<file path="src/sv/rap_pkg.sv">
`timescale 1ns / 1ps
// Shared types and constants of the ring all-reduce chunk planner.
// No dependencies.
package rap_pkg;

    localparam int DATA_W  = 32;
    localparam int LEN_W   = 32;
    localparam int OFF_W   = 35;
    localparam int ADDR_W  = 4;
    localparam int CHUNK_ALIGN = 8;

    // register index = paddr[3:2]
    localparam logic [1:0] REG_RING_SIZE     = 2'd0;
    localparam logic [1:0] REG_OWN_RANK      = 2'd1;
    localparam logic [1:0] REG_ELEMENT_COUNT = 2'd2;
    localparam logic [1:0] REG_ELEMENT_BYTES = 2'd3;

    // lengths derived from configuration, used by the step pipeline
    typedef struct packed {
        logic [LEN_W-1:0] chunk_len;     // elements per regular chunk
        logic [LEN_W-1:0] last_len;      // elements in the last chunk
        logic [OFF_W-1:0] chunk_bytes;   // element_bytes * chunk_len
        logic [OFF_W-1:0] last_bytes;    // element_bytes * last_len
    } lens_t;

endpackage

</file>
<file path="src/sv/rap_cfg.sv">
`timescale 1ns / 1ps
// APB register file plus the sequencer that derives chunk lengths.
// Depends on rap_pkg.
module rap_cfg #(
    parameter int MAX_RANKS = 64
) (
    input  logic                         clk,
    input  logic                         rst_n,
    input  logic                         psel,
    input  logic                         penable,
    input  logic                         pwrite,
    input  logic [rap_pkg::ADDR_W-1:0]   paddr,
    input  logic [rap_pkg::DATA_W-1:0]   pwdata,
    output logic [rap_pkg::DATA_W-1:0]   prdata,
    output logic                         hold,
    output logic [$clog2(MAX_RANKS+1)-1:0] r_eff,
    output logic [$clog2(MAX_RANKS+1)-1:0] rank_eff,
    output rap_pkg::lens_t               lens
);

    localparam int RW = $clog2(MAX_RANKS + 1);

    localparam logic [2:0] ST_IDLE  = 3'd0;
    localparam logic [2:0] ST_LOAD  = 3'd1;
    localparam logic [2:0] ST_DIV   = 3'd2;
    localparam logic [2:0] ST_ALIGN = 3'd3;
    localparam logic [2:0] ST_MUL   = 3'd4;
    localparam logic [2:0] ST_LAST  = 3'd5;
    localparam logic [2:0] ST_SCALE = 3'd6;

    logic [6:0]  ring_size_reg;
    logic [5:0]  own_rank_reg;
    logic [31:0] element_count_reg;
    logic [3:0]  element_bytes_reg;

    logic [2:0]  state_reg, state_next;
    logic [4:0]  cnt_reg;
    logic [31:0] quo_reg;
    logic [RW-1:0] rem_reg;
    logic [5:0]  rank_sh_reg;
    logic [RW-1:0] rank_rem_reg;
    logic [RW-1:0] r_eff_reg;
    logic [3:0]  eb_reg;
    logic [31:0] chunk_reg;
    logic [31:0] last_reg;
    logic [31:0] prod_reg;
    logic [34:0] chunk_bytes_reg;
    logic [34:0] last_bytes_reg;

    logic          wr;
    logic [1:0]    idx;
    logic [RW-1:0] ring_clamp;
    logic [3:0]    eb_clamp;
    logic [RW:0]   trial, rtrial;
    logic          ge, rge;
    logic [RW:0]   diff, rdiff;
    logic [31:0]   prod_full;
    logic [35:0]   cb_full, lb_full;

    assign wr  = psel && penable && pwrite;
    assign idx = paddr[3:2];

    always_comb
    begin
        if (ring_size_reg < 7'd2)
            ring_clamp = RW'(2);
        else if (32'(ring_size_reg) > MAX_RANKS)
            ring_clamp = RW'(MAX_RANKS);
        else
            ring_clamp = RW'(ring_size_reg);
    end

    always_comb
    begin
        if (element_bytes_reg == 4'd0)
            eb_clamp = 4'd1;
        else if (element_bytes_reg > 4'd8)
            eb_clamp = 4'd8;
        else
            eb_clamp = element_bytes_reg;
    end

    // one restoring-division bit per cycle, rank remainder alongside
    assign trial  = {rem_reg, quo_reg[31]};
    assign ge     = trial >= {1'b0, r_eff_reg};
    assign diff   = trial - {1'b0, r_eff_reg};
    assign rtrial = {rank_rem_reg, rank_sh_reg[5]};
    assign rge    = rtrial >= {1'b0, r_eff_reg};
    assign rdiff  = rtrial - {1'b0, r_eff_reg};

    // only the low 32 bits of chunk * (R-1) matter for the remainder
    assign prod_full = chunk_reg * 32'(r_eff_reg - RW'(1));
    assign cb_full   = {32'd0, eb_reg} * {4'd0, chunk_reg};
    assign lb_full   = {32'd0, eb_reg} * {4'd0, last_reg};

    always_comb
    begin
        state_next = state_reg;
        case (state_reg)
            ST_IDLE:  state_next = ST_IDLE;
            ST_LOAD:  state_next = ST_DIV;
            ST_DIV:   state_next = (cnt_reg == 5'd31) ? ST_ALIGN : ST_DIV;
            ST_ALIGN: state_next = ST_MUL;
            ST_MUL:   state_next = ST_LAST;
            ST_LAST:  state_next = ST_SCALE;
            ST_SCALE: state_next = ST_IDLE;
            default:  state_next = ST_IDLE;
        endcase
        if (wr)
            state_next = ST_LOAD;
    end

    always_ff @(posedge clk or negedge rst_n)
    begin
        if (!rst_n)
        begin
            ring_size_reg     <= 7'd2;
            own_rank_reg      <= 6'd0;
            element_count_reg <= 32'd0;
            element_bytes_reg <= 4'd4;
            state_reg         <= ST_IDLE;
            cnt_reg           <= 5'd0;
            r_eff_reg         <= RW'(2);
            rank_rem_reg      <= '0;
            eb_reg            <= 4'd4;
            chunk_reg         <= 32'd0;
            last_reg          <= 32'd0;
            chunk_bytes_reg   <= 35'd0;
            last_bytes_reg    <= 35'd0;
        end
        else
        begin
            state_reg <= state_next;
            if (wr)
            begin
                case (idx)
                    rap_pkg::REG_RING_SIZE:     ring_size_reg     <= pwdata[6:0];
                    rap_pkg::REG_OWN_RANK:      own_rank_reg      <= pwdata[5:0];
                    rap_pkg::REG_ELEMENT_COUNT: element_count_reg <= pwdata;
                    rap_pkg::REG_ELEMENT_BYTES: element_bytes_reg <= pwdata[3:0];
                    default: ;
                endcase
            end
            case (state_reg)
                ST_LOAD:
                begin
                    r_eff_reg    <= ring_clamp;
                    eb_reg       <= eb_clamp;
                    rank_rem_reg <= '0;
                    cnt_reg      <= 5'd0;
                end
                ST_DIV:
                begin
                    cnt_reg <= cnt_reg + 5'd1;
                    if (cnt_reg < 5'd6)
                        rank_rem_reg <= rge ? rdiff[RW-1:0] : rtrial[RW-1:0];
                end
                ST_ALIGN:
                    chunk_reg <= (quo_reg >= 32'(rap_pkg::CHUNK_ALIGN))
                               ? {quo_reg[31:3], 3'b000} : quo_reg;
                ST_MUL:
                    chunk_bytes_reg <= cb_full[34:0];
                ST_LAST:
                    last_reg <= element_count_reg - prod_reg;
                ST_SCALE:
                    last_bytes_reg <= lb_full[34:0];
                default: ;
            endcase
        end
    end

    // datapath scratch registers
    always_ff @(posedge clk)
    begin
        case (state_reg)
            ST_LOAD:
            begin
                quo_reg     <= element_count_reg;
                rem_reg     <= '0;
                rank_sh_reg <= own_rank_reg;
            end
            ST_DIV:
            begin
                quo_reg     <= {quo_reg[30:0], ge};
                rem_reg     <= ge ? diff[RW-1:0] : trial[RW-1:0];
                rank_sh_reg <= {rank_sh_reg[4:0], 1'b0};
            end
            ST_MUL:
                prod_reg <= prod_full;
            default: ;
        endcase
    end

    always_comb
    begin
        case (idx)
            rap_pkg::REG_RING_SIZE:     prdata = {25'd0, ring_size_reg};
            rap_pkg::REG_OWN_RANK:      prdata = {26'd0, own_rank_reg};
            rap_pkg::REG_ELEMENT_COUNT: prdata = element_count_reg;
            rap_pkg::REG_ELEMENT_BYTES: prdata = {28'd0, element_bytes_reg};
            default:                    prdata = '0;
        endcase
    end

    assign hold     = wr || (state_reg != ST_IDLE);
    assign r_eff    = r_eff_reg;
    assign rank_eff = rank_rem_reg;
    assign lens.chunk_len   = chunk_reg;
    assign lens.last_len    = last_reg;
    assign lens.chunk_bytes = chunk_bytes_reg;
    assign lens.last_bytes  = last_bytes_reg;

endmodule

</file>
<file path="src/sv/rap_pipe.sv">
`timescale 1ns / 1ps
// Four-stage step pipeline: phase and chunk indices, offsets, sizes.
// Depends on rap_pkg.
module rap_pipe #(
    parameter int MAX_RANKS    = 64,
    parameter int INLINE_BYTES = 256
) (
    input  logic                            clk,
    input  logic                            rst_n,
    input  logic                            hold,
    input  logic [$clog2(MAX_RANKS+1)-1:0]  r_eff,
    input  logic [$clog2(MAX_RANKS+1)-1:0]  rank_eff,
    input  rap_pkg::lens_t                  lens,
    input  logic                            in_valid,
    output logic                            in_ready,
    input  logic [6:0]                      step,
    output logic                            out_valid,
    input  logic                            out_ready,
    output logic                            bad_step,
    output logic [5:0]                      send_chunk,
    output logic                            send_from_source,
    output logic [34:0]                     send_byte_offset,
    output logic [34:0]                     send_byte_count,
    output logic                            send_inline,
    output logic [5:0]                      recv_chunk,
    output logic                            recv_into_result,
    output logic [34:0]                     recv_byte_offset,
    output logic                            reduce_active,
    output logic [31:0]                     reduce_element_count
);

    localparam int RW = $clog2(MAX_RANKS + 1);

    logic v1_reg, v2_reg, v3_reg, v4_reg;
    logic rdy1, rdy2, rdy3, rdy4;

    // stage 1
    logic          s1_bad_reg, s1_red_reg, s1_first_reg;
    logic [RW:0]   s1_d_reg;
    // stage 2
    logic          s2_bad_reg, s2_red_reg, s2_first_reg;
    logic          s2_snd_last_reg, s2_rcv_last_reg;
    logic [RW-1:0] s2_snd_reg, s2_rcv_reg;
    // stage 3
    logic          s3_bad_reg, s3_red_reg, s3_first_reg, s3_rcv_last_reg;
    logic [RW-1:0] s3_snd_reg, s3_rcv_reg;
    logic [34:0]   s3_soff_reg, s3_sbytes_reg;
    // stage 4 (output)
    logic          o_bad_reg, o_first_reg, o_inline_reg, o_red_reg;
    logic [5:0]    o_snd_reg, o_rcv_reg;
    logic [34:0]   o_soff_reg, o_sbytes_reg, o_roff_reg;
    logic [31:0]   o_rcnt_reg;

    logic [31:0]    s32, r32, t32, d32;
    logic [RW:0]    snd_w;
    logic [RW-1:0]  snd_c, rcv_c, rm1;
    logic [RW+34:0] soff_full, roff_full;
    logic [34:0]    roff_c;

    assign rdy4 = !v4_reg || out_ready;
    assign rdy3 = !v3_reg || rdy4;
    assign rdy2 = !v2_reg || rdy3;
    assign rdy1 = !v1_reg || rdy2;
    assign in_ready = rdy1 && !hold;

    // stage 1: phase, bad flag, step folded into one ring turn
    assign s32 = 32'(step);
    assign r32 = 32'(r_eff);
    assign t32 = (s32 >= r32) ? s32 - r32 : s32;
    assign d32 = 32'(rank_eff) + r32 - t32;

    // stage 2: chunk indices
    assign rm1   = r_eff - RW'(1);
    assign snd_w = (s1_d_reg >= {1'b0, r_eff}) ? s1_d_reg - {1'b0, r_eff} : s1_d_reg;
    assign snd_c = snd_w[RW-1:0];
    assign rcv_c = (snd_c == '0) ? rm1 : snd_c - RW'(1);

    // stages 3 and 4: byte offsets
    assign soff_full = {35'd0, s2_snd_reg} * {{RW{1'b0}}, lens.chunk_bytes};
    assign roff_full = {35'd0, s3_rcv_reg} * {{RW{1'b0}}, lens.chunk_bytes};
    assign roff_c    = roff_full[34:0];

    always_ff @(posedge clk or negedge rst_n)
    begin
        if (!rst_n)
        begin
            v1_reg <= 1'b0;
            v2_reg <= 1'b0;
            v3_reg <= 1'b0;
            v4_reg <= 1'b0;
        end
        else
        begin
            if (rdy1)
                v1_reg <= in_valid && in_ready;
            if (rdy2)
                v2_reg <= v1_reg;
            if (rdy3)
                v3_reg <= v2_reg;
            if (rdy4)
                v4_reg <= v3_reg;
        end
    end

    always_ff @(posedge clk)
    begin
        if (rdy1 && in_valid && in_ready)
        begin
            s1_bad_reg   <= s32 >= 2 * r32 - 32'd2;
            s1_red_reg   <= s32 < r32 - 32'd1;
            s1_first_reg <= step == 7'd0;
            s1_d_reg     <= d32[RW:0];
        end
        if (rdy2 && v1_reg)
        begin
            s2_bad_reg      <= s1_bad_reg;
            s2_red_reg      <= s1_red_reg;
            s2_first_reg    <= s1_first_reg;
            s2_snd_reg      <= snd_c;
            s2_rcv_reg      <= rcv_c;
            s2_snd_last_reg <= snd_c == rm1;
            s2_rcv_last_reg <= rcv_c == rm1;
        end
        if (rdy3 && v2_reg)
        begin
            s3_bad_reg      <= s2_bad_reg;
            s3_red_reg      <= s2_red_reg;
            s3_first_reg    <= s2_first_reg;
            s3_rcv_last_reg <= s2_rcv_last_reg;
            s3_snd_reg      <= s2_snd_reg;
            s3_rcv_reg      <= s2_rcv_reg;
            s3_soff_reg     <= soff_full[34:0];
            s3_sbytes_reg   <= s2_snd_last_reg ? lens.last_bytes : lens.chunk_bytes;
        end
        if (rdy4 && v3_reg)
        begin
            // an out-of-range step clears every field but the flag
            o_bad_reg    <= s3_bad_reg;
            o_first_reg  <= !s3_bad_reg && s3_first_reg;
            o_red_reg    <= !s3_bad_reg && s3_red_reg;
            o_snd_reg    <= s3_bad_reg ? 6'd0 : 6'(s3_snd_reg);
            o_rcv_reg    <= s3_bad_reg ? 6'd0 : 6'(s3_rcv_reg);
            o_soff_reg   <= s3_bad_reg ? 35'd0 : s3_soff_reg;
            o_sbytes_reg <= s3_bad_reg ? 35'd0 : s3_sbytes_reg;
            o_roff_reg   <= s3_bad_reg ? 35'd0 : roff_c;
            o_inline_reg <= !s3_bad_reg && (s3_sbytes_reg <= 35'(INLINE_BYTES));
            if (s3_bad_reg || !s3_red_reg)
                o_rcnt_reg <= 32'd0;
            else
                o_rcnt_reg <= s3_rcv_last_reg ? lens.last_len : lens.chunk_len;
        end
    end

    assign out_valid            = v4_reg;
    assign bad_step             = o_bad_reg;
    assign send_chunk           = o_snd_reg;
    assign send_from_source     = o_first_reg;
    assign send_byte_offset     = o_soff_reg;
    assign send_byte_count      = o_sbytes_reg;
    assign send_inline          = o_inline_reg;
    assign recv_chunk           = o_rcv_reg;
    assign recv_into_result     = !o_bad_reg && !o_red_reg;
    assign recv_byte_offset     = o_roff_reg;
    assign reduce_active        = o_red_reg;
    assign reduce_element_count = o_rcnt_reg;

endmodule

</file>
<file path="src/sv/ring_allreduce_chunk_planner_unit.sv">
`timescale 1ns / 1ps
// Top level of the ring all-reduce chunk planner; depends on rap_pkg, rap_cfg, rap_pipe.
// A plan leaves the step pipeline once it has passed the S1 to S4 registers. Requests
// are taken one per cycle sustained while out_ready is high and hold is low.
// After reset the derived lengths come up as zero, matching the reset registers.
// A register write reruns the length sequencer: load, a divider step per quotient bit,
// align, multiply, last, scale; in_ready is low in the access cycle and while it runs.
module ring_allreduce_chunk_planner_unit #(
    parameter int MAX_RANKS    = 64,
    parameter int INLINE_BYTES = 256
) (
    input  logic                        clk,
    input  logic                        rst_n,
    // configuration port
    input  logic                        psel,
    input  logic                        penable,
    input  logic                        pwrite,
    input  logic [rap_pkg::ADDR_W-1:0]  paddr,
    input  logic [rap_pkg::DATA_W-1:0]  pwdata,
    output logic [rap_pkg::DATA_W-1:0]  prdata,
    output logic                        pready,
    // step requests
    input  logic                        in_valid,
    output logic                        in_ready,
    input  logic [6:0]                  step,
    // plan results
    output logic                        out_valid,
    input  logic                        out_ready,
    output logic                        bad_step,
    output logic [5:0]                  send_chunk,
    output logic                        send_from_source,
    output logic [34:0]                 send_byte_offset,
    output logic [34:0]                 send_byte_count,
    output logic                        send_inline,
    output logic [5:0]                  recv_chunk,
    output logic                        recv_into_result,
    output logic [34:0]                 recv_byte_offset,
    output logic                        reduce_active,
    output logic [31:0]                 reduce_element_count
);

    localparam int RW = $clog2(MAX_RANKS + 1);

    logic           hold;       // sequencer busy or write in progress: no new request
    logic [RW-1:0]  r_eff;      // ring size clamped to 2..MAX_RANKS
    logic [RW-1:0]  rank_eff;   // own rank mod ring size
    rap_pkg::lens_t lens;

    // zero-wait APB slave
    assign pready = 1'b1;

    // Config registers and the derived chunk lengths. The quotient of
    // element_count by the ring size comes from a restoring divider, one
    // bit per cycle; the own-rank remainder runs in the same pass.
    rap_cfg #(
        .MAX_RANKS (MAX_RANKS)
    ) u_cfg (
        .clk      (clk),
        .rst_n    (rst_n),
        .psel     (psel),
        .penable  (penable),
        .pwrite   (pwrite),
        .paddr    (paddr),
        .pwdata   (pwdata),
        .prdata   (prdata),
        .hold     (hold),
        .r_eff    (r_eff),
        .rank_eff (rank_eff),
        .lens     (lens)
    );

    // Step pipeline:
    //   S1 phase / range check, step folded into one ring turn
    //   S2 send and receive chunk indices
    //   S3 send offset multiply, send size select
    //   S4 receive offset multiply, inline check, output register
    rap_pipe #(
        .MAX_RANKS    (MAX_RANKS),
        .INLINE_BYTES (INLINE_BYTES)
    ) u_pipe (
        .clk                  (clk),
        .rst_n                (rst_n),
        .hold                 (hold),
        .r_eff                (r_eff),
        .rank_eff             (rank_eff),
        .lens                 (lens),
        .in_valid             (in_valid),
        .in_ready             (in_ready),
        .step                 (step),
        .out_valid            (out_valid),
        .out_ready            (out_ready),
        .bad_step             (bad_step),
        .send_chunk           (send_chunk),
        .send_from_source     (send_from_source),
        .send_byte_offset     (send_byte_offset),
        .send_byte_count      (send_byte_count),
        .send_inline          (send_inline),
        .recv_chunk           (recv_chunk),
        .recv_into_result     (recv_into_result),
        .recv_byte_offset     (recv_byte_offset),
        .reduce_active        (reduce_active),
        .reduce_element_count (reduce_element_count)
    );

`ifndef NO_ASSERTIONS
    // no request enters while lengths are being recomputed
    a_no_take_while_hold: assert property (@(posedge clk) disable iff (!rst_n)
        in_valid && in_ready |-> !hold)
        else $error("request accepted while config sequencer busy");

    // out-of-range step carries only the flag
    a_bad_clears: assert property (@(posedge clk) disable iff (!rst_n)
        out_valid && bad_step |-> send_byte_count == 35'd0 && send_byte_offset == 35'd0
            && recv_byte_offset == 35'd0 && reduce_element_count == 32'd0
            && !send_inline && !reduce_active && !recv_into_result)
        else $error("bad step result has nonzero fields");

    // every valid step is in exactly one phase
    a_phase_excl: assert property (@(posedge clk) disable iff (!rst_n)
        out_valid && !bad_step |-> reduce_active != recv_into_result)
        else $error("reduce and gather phase both or neither");

    // gather phase reduces nothing
    a_gather_no_reduce: assert property (@(posedge clk) disable iff (!rst_n)
        out_valid && !reduce_active |-> reduce_element_count == 32'd0)
        else $error("reduce count outside reduce phase");

    // step 0 always lies in the reduce phase
    a_first_is_reduce: assert property (@(posedge clk) disable iff (!rst_n)
        out_valid && send_from_source |-> reduce_active && !bad_step)
        else $error("source-buffer send outside first reduce step");
`endif

endmodule

</file>
<file path="config.mk">
export PLATFORM = sky130hd
export DESIGN_NAME = ring_allreduce_chunk_planner_unit
export DESIGN_NICKNAME = d
export VERILOG_FILES = /design/src/sv/rap_pkg.sv /design/src/sv/rap_cfg.sv /design/src/sv/rap_pipe.sv /design/src/sv/ring_allreduce_chunk_planner_unit.sv
export SDC_FILE = /design/constraint.sdc
export NUM_CORES = 2
export LEC_CHECK = 0
export ABC_AREA = 1
export BUFFER_PORTS_ARGS = -buffer_cell sky130_fd_sc_hd__buf_2
export CORE_UTILIZATION = 60
export CTS_BUF_LIST = sky130_fd_sc_hd__clkbuf_4
export DETAILED_ROUTE_END_ITERATION = 12
export PLACE_DENSITY_LB_ADDON = 0.05
export SLEW_MARGIN = 30
export SYNTH_ARGS = -nofsm -noshare
export SYNTH_HDL_FRONTEND = slang
export SYNTH_HIERARCHICAL = 1
export SYNTH_SLANG_ARGS = --single-unit
export TNS_END_PERCENT = 20
</file>
<file path="constraint.sdc">
create_clock -name clk -period 17.6 [get_ports clk]
set_clock_uncertainty 0.1 [all_clocks]
set_input_delay 0 -clock clk [delete_from_list [all_inputs] [get_ports clk]]
set_output_delay 0 -clock clk [all_outputs]
set_load 0.005 [all_outputs]
</file>
==> impl_metrics.sql <==
INSERT INTO impl_metrics (metric_group, metric, value, unit) VALUES
('outcome', 'outcome', 'completed', ''),
('routing', 'route.detailed.drc', '0', ''),
('clock_network', 'clk_latency', '1090', 'ps'),
('timing', 'hold-worst-slack', '207', 'ps'),
('synthesis', 'synth_mux_area_share', '0.710', '%'),
('worst_setup_path', 'crit_path_end_kind', 'flip-flop', ''),
('synthesis', 'synth_seq_cells', '560', ''),
('synthesis', 'syn_area_per_cell', '7.93', 'um^2'),
('clock_network', 'cts.hold.buffers_added', '162', ''),
('routing', 'drt.antenna.violating_nets', '0', ''),
('timing', 'maxSlewHeadroom', '30.1', '%'),
('global_routing', 'antenna_found_initial', '3', ''),
('synthesis', 'syn-num-nets', '7937', ''),
('clock_network', 'clkSinkCount', '560', ''),
('timing', 'timing.final.crit_period', '6820', 'ps'),
('clock_network', 'cts.reportedPaths.clkPinSlew', '70', 'ps'),
('synthesis', 'yosysUniqueCellTypes', '66', ''),
('synthesis', 'synth_top_flop_cell', 'edfxtp_1', ''),
('clock_network', 'cts_setup_buffers', '0', ''),
('die', 'die_y', '306', 'um'),
('timing', 'fin_crit_sh', '38.7', '%'),
('timing', 'timing.setup.tns', '0', 'ps'),
('placement', 'gp_routability_congestion', '1.04', ''),
('power', 'p_leak', '33.4', 'nW'),
('die', 'core_area', '91700', 'um^2'),
('timing', 'worstMarginPinSlew', '1050', 'ps'),
('worst_setup_path', 'critPathRequiredTime', '18330', 'ps'),
('timing', 'final_hold_viol_count', '0', ''),
('synthesis', 'synth_enable_flop_cells', '347', ''),
('placement', 'place.port_buffers', '235', ''),
('power', 'pwr_density_cell', '118', 'nW/um^2'),
('timing', 'drv_slew', '0', ''),
('hold_path', 'holdCritPathClass', 'in2reg', ''),
('routing', 'route.detailed.vias_per_inst', '5.50', ''),
('die', 'chipWidth', '306', 'um'),
('timing', 'finalSetupViolations', '0', ''),
('synthesis', 'ys_seq_area_share', '28.4', '%'),
('worst_setup_path', 'worstPathMaxFanout', '22', ''),
('routing', 'routed_wirelength', '168000', 'um'),
('finish', 'final_nets', '8318', ''),
('clock_network', 'cts_repair_resize_count', '0', ''),
('timing', 'unrepaired_setup_endpoints_after_global_routing', 'no', ''),
('global_routing', 'grt_max_degree', '86', ''),
('routing', 'drt_first_iter_violations', '4369', ''),
('die', 'pin_count', '239', ''),
('synthesis', 'synth_top_family_by_area', 'adder cells', ''),
('clock_network', 'clock_buffer_count_from_cts', '154', ''),
('clock_network', 'clock_path_buffers', '3', ''),
('routing', 'avgRoutedWirePerCell', '19.3', 'um'),
('finish', 'layout-drive-gt1-share', '9.00', '%'),
('power', 'max-vdd-ir-drop', '0.228', 'mV'),
('synthesis', 'postSynth.asyncResetShare', '38.0', '%'),
('synthesis', 'synthesis.instances', '6993', ''),
('die', 'die_area', '93700', 'um^2'),
('job', 'cap_violations', '0', ''),
('die', 'starting_density', '60.5', '%'),
('global_routing', 'grt_first_pass_wirelength', '262000', 'um'),
('synthesis', 'synth-simple-area-share', '20.4', '%'),
('global_routing', 'first_global_vias', '47600', ''),
('synthesis', 'synth_fa_ha_area_share', '28.0', '%'),
('worst_setup_path', 'critPathArrivalTime', '7550', 'ps'),
('clock_network', 'tritoncts', 'done', ''),
('routing', 'dr_vias', '47800', ''),
('timing', 'fmax', '147', 'MHz'),
('die', 'row_count', '111', ''),
('finish', 'final_area', '61400', 'um^2'),
('finish', 'syn_to_final_growth', '10.7', '%'),
('synthesis', 'synth-compound-area-share', '7.96', '%'),
('synthesis', 'yosys_warnings', '6', ''),
('placement', 'detailedPlacementHpwl', '126000', 'um'),
('worst_setup_path', 'category_of_the_critical_setup_timing_path', 'reg2reg', ''),
('global_routing', 'globalRoute.totalOverflow', '0', ''),
('clock_network', 'ctsHtreeMaxLevel', '4', ''),
('worst_setup_path', 'worst_setup_start_kind', 'flip-flop', ''),
('placement', 'postPlaceCellArea', '57700', 'um^2'),
('synthesis', 'synth_xor_area_share', '2.19', '%'),
('clock_network', 'clock-root-buffer', 'clkbuf_4', ''),
('global_routing', 'grt_usage', '36.3', '%'),
('routing', 'drtPass1Iterations', '6', ''),
('synthesis', 'synth_area', '55500', 'um^2');
-- cell usage after synthesis, types with 23 or more instances --
library cell	number	share of area (%)
nand2_1	1742	12
inv_1	1563	11
fa_1	583	21
nor2_1	578	3.9
edfxtp_1	347	19
a21oi_1	342	3.1
ha_1	311	7.0
o21ai_0	301	2.7
nand3_1	219	2.0
dfrtp_1	209	9.4
clkbuf_1	178	1.2
xor2_1	83	1.3
nand4_1	67	0.76
xnor2_1	56	0.88
nor3_1	40	0.36
mux2_2	35	0.71
nor4_1	29	0.33
o21bai_1	29	0.39
o21a_1	25	0.34
buf_2	23	0.21
-- per-layer routing --
metal	GRT usage [%]	routed length, um	share of wire (%)	up-vias
met2	58.9	77800	46	2150
met3	4.93	12700	7.6	431
met4	19.7	9440	5.6	2
met5	0	12	0.0072	-
met1	47.5	67700	40	22900
li1	-	-	-	22300
-- cell usage in the layout, fill, tap and decap left out, drive strengths merged, types with 227 or more instances in the layout --
master / n
o21ai: 317
fa: 583
clkbuf: 227
edfxtp: 347
nor2: 591
nand2: 1763
a21oi: 345
inv: 1576
ha: 311
buf: 286
-- power by group --
part           switching (mW)  internal (mW)
clock network           0.609          0.632
logic                    2.75           1.38
registers               0.167           1.74
total                    3.53           3.75
-- area by class of cell --
cell class	count	area, um^2
Clock inverter	51	343
Timing Repair Buffer	447	3240
Clock buffer	227	1700
Antenna cell	2	5.00
Multi-Input combinational cell	4637	33000
Fill cell	7914	30200
Inverter	1574	5910
Tap cell	1186	1480
Sequential cell	560	15800
-- cell families after synthesis --
kind of cell               Yosys count
adders and majority gates          894
and+or+nand+nor                   2767
xor gates and xnor gates           139
muxes                               35
other                                1
AOI/OAI and AO/OA                  801
buffers and inverters             1796
DFF                                560
-- final timing paths --
path | start | to | slack, ps | cells past startpoint
max | u_cfg/r_eff[1] | u_cfg/prod_reg[22] | 10780 | 19
min | pwdata[6] | u_cfg/ring_size_reg[6] | 210 | 4
min reg2reg | u_pipe/s2_rcv_reg[6] | u_pipe/s3_rcv_reg[6] | 310 | 0
max in group asynchronous | rst_n | u_cfg/eb_reg[1] | 15990 | 5
min in group asynchronous | rst_n | u_cfg/element_count_reg[16] | 510 | 5
max reg2reg | u_cfg/r_eff[1] | u_cfg/prod_reg[22] | 10780 | 19
-- critical path, stage by stage (launching register included) --
cell      delay (ps)
dfstp_2          720
inv_1            260
ha_1             350
nand4_1          120
nand2_1          160
inv_1            670
nor2_1           140
fa_1             540
fa_1             560
fa_1             550
inv_1             60
fa_1             540
inv_1             50
ha_1             390
a21oi_1          290
o21ai_0          170
a21oi_1          390
o21bai_1         190
a21oi_1          190
xor2_1            90
-- through the flow --
stage | util (%) | instances | total power [mW] | setup slack [ps]
finish | 67.0 | 8684 | 7.28 | 10780
global route | 67.0 | 8684 | 7.84 | 10520
CTS | 67.0 | 8681 | 7.21 | 10840
detailed placement | 62.9 | 8241 | 5.88 | 10920
global placement | 62.9 | 8240 | 5.83 | 10940
floorplan | - | 6993 | 4.69 | 9940
Power figures use the tool's default switching activity.
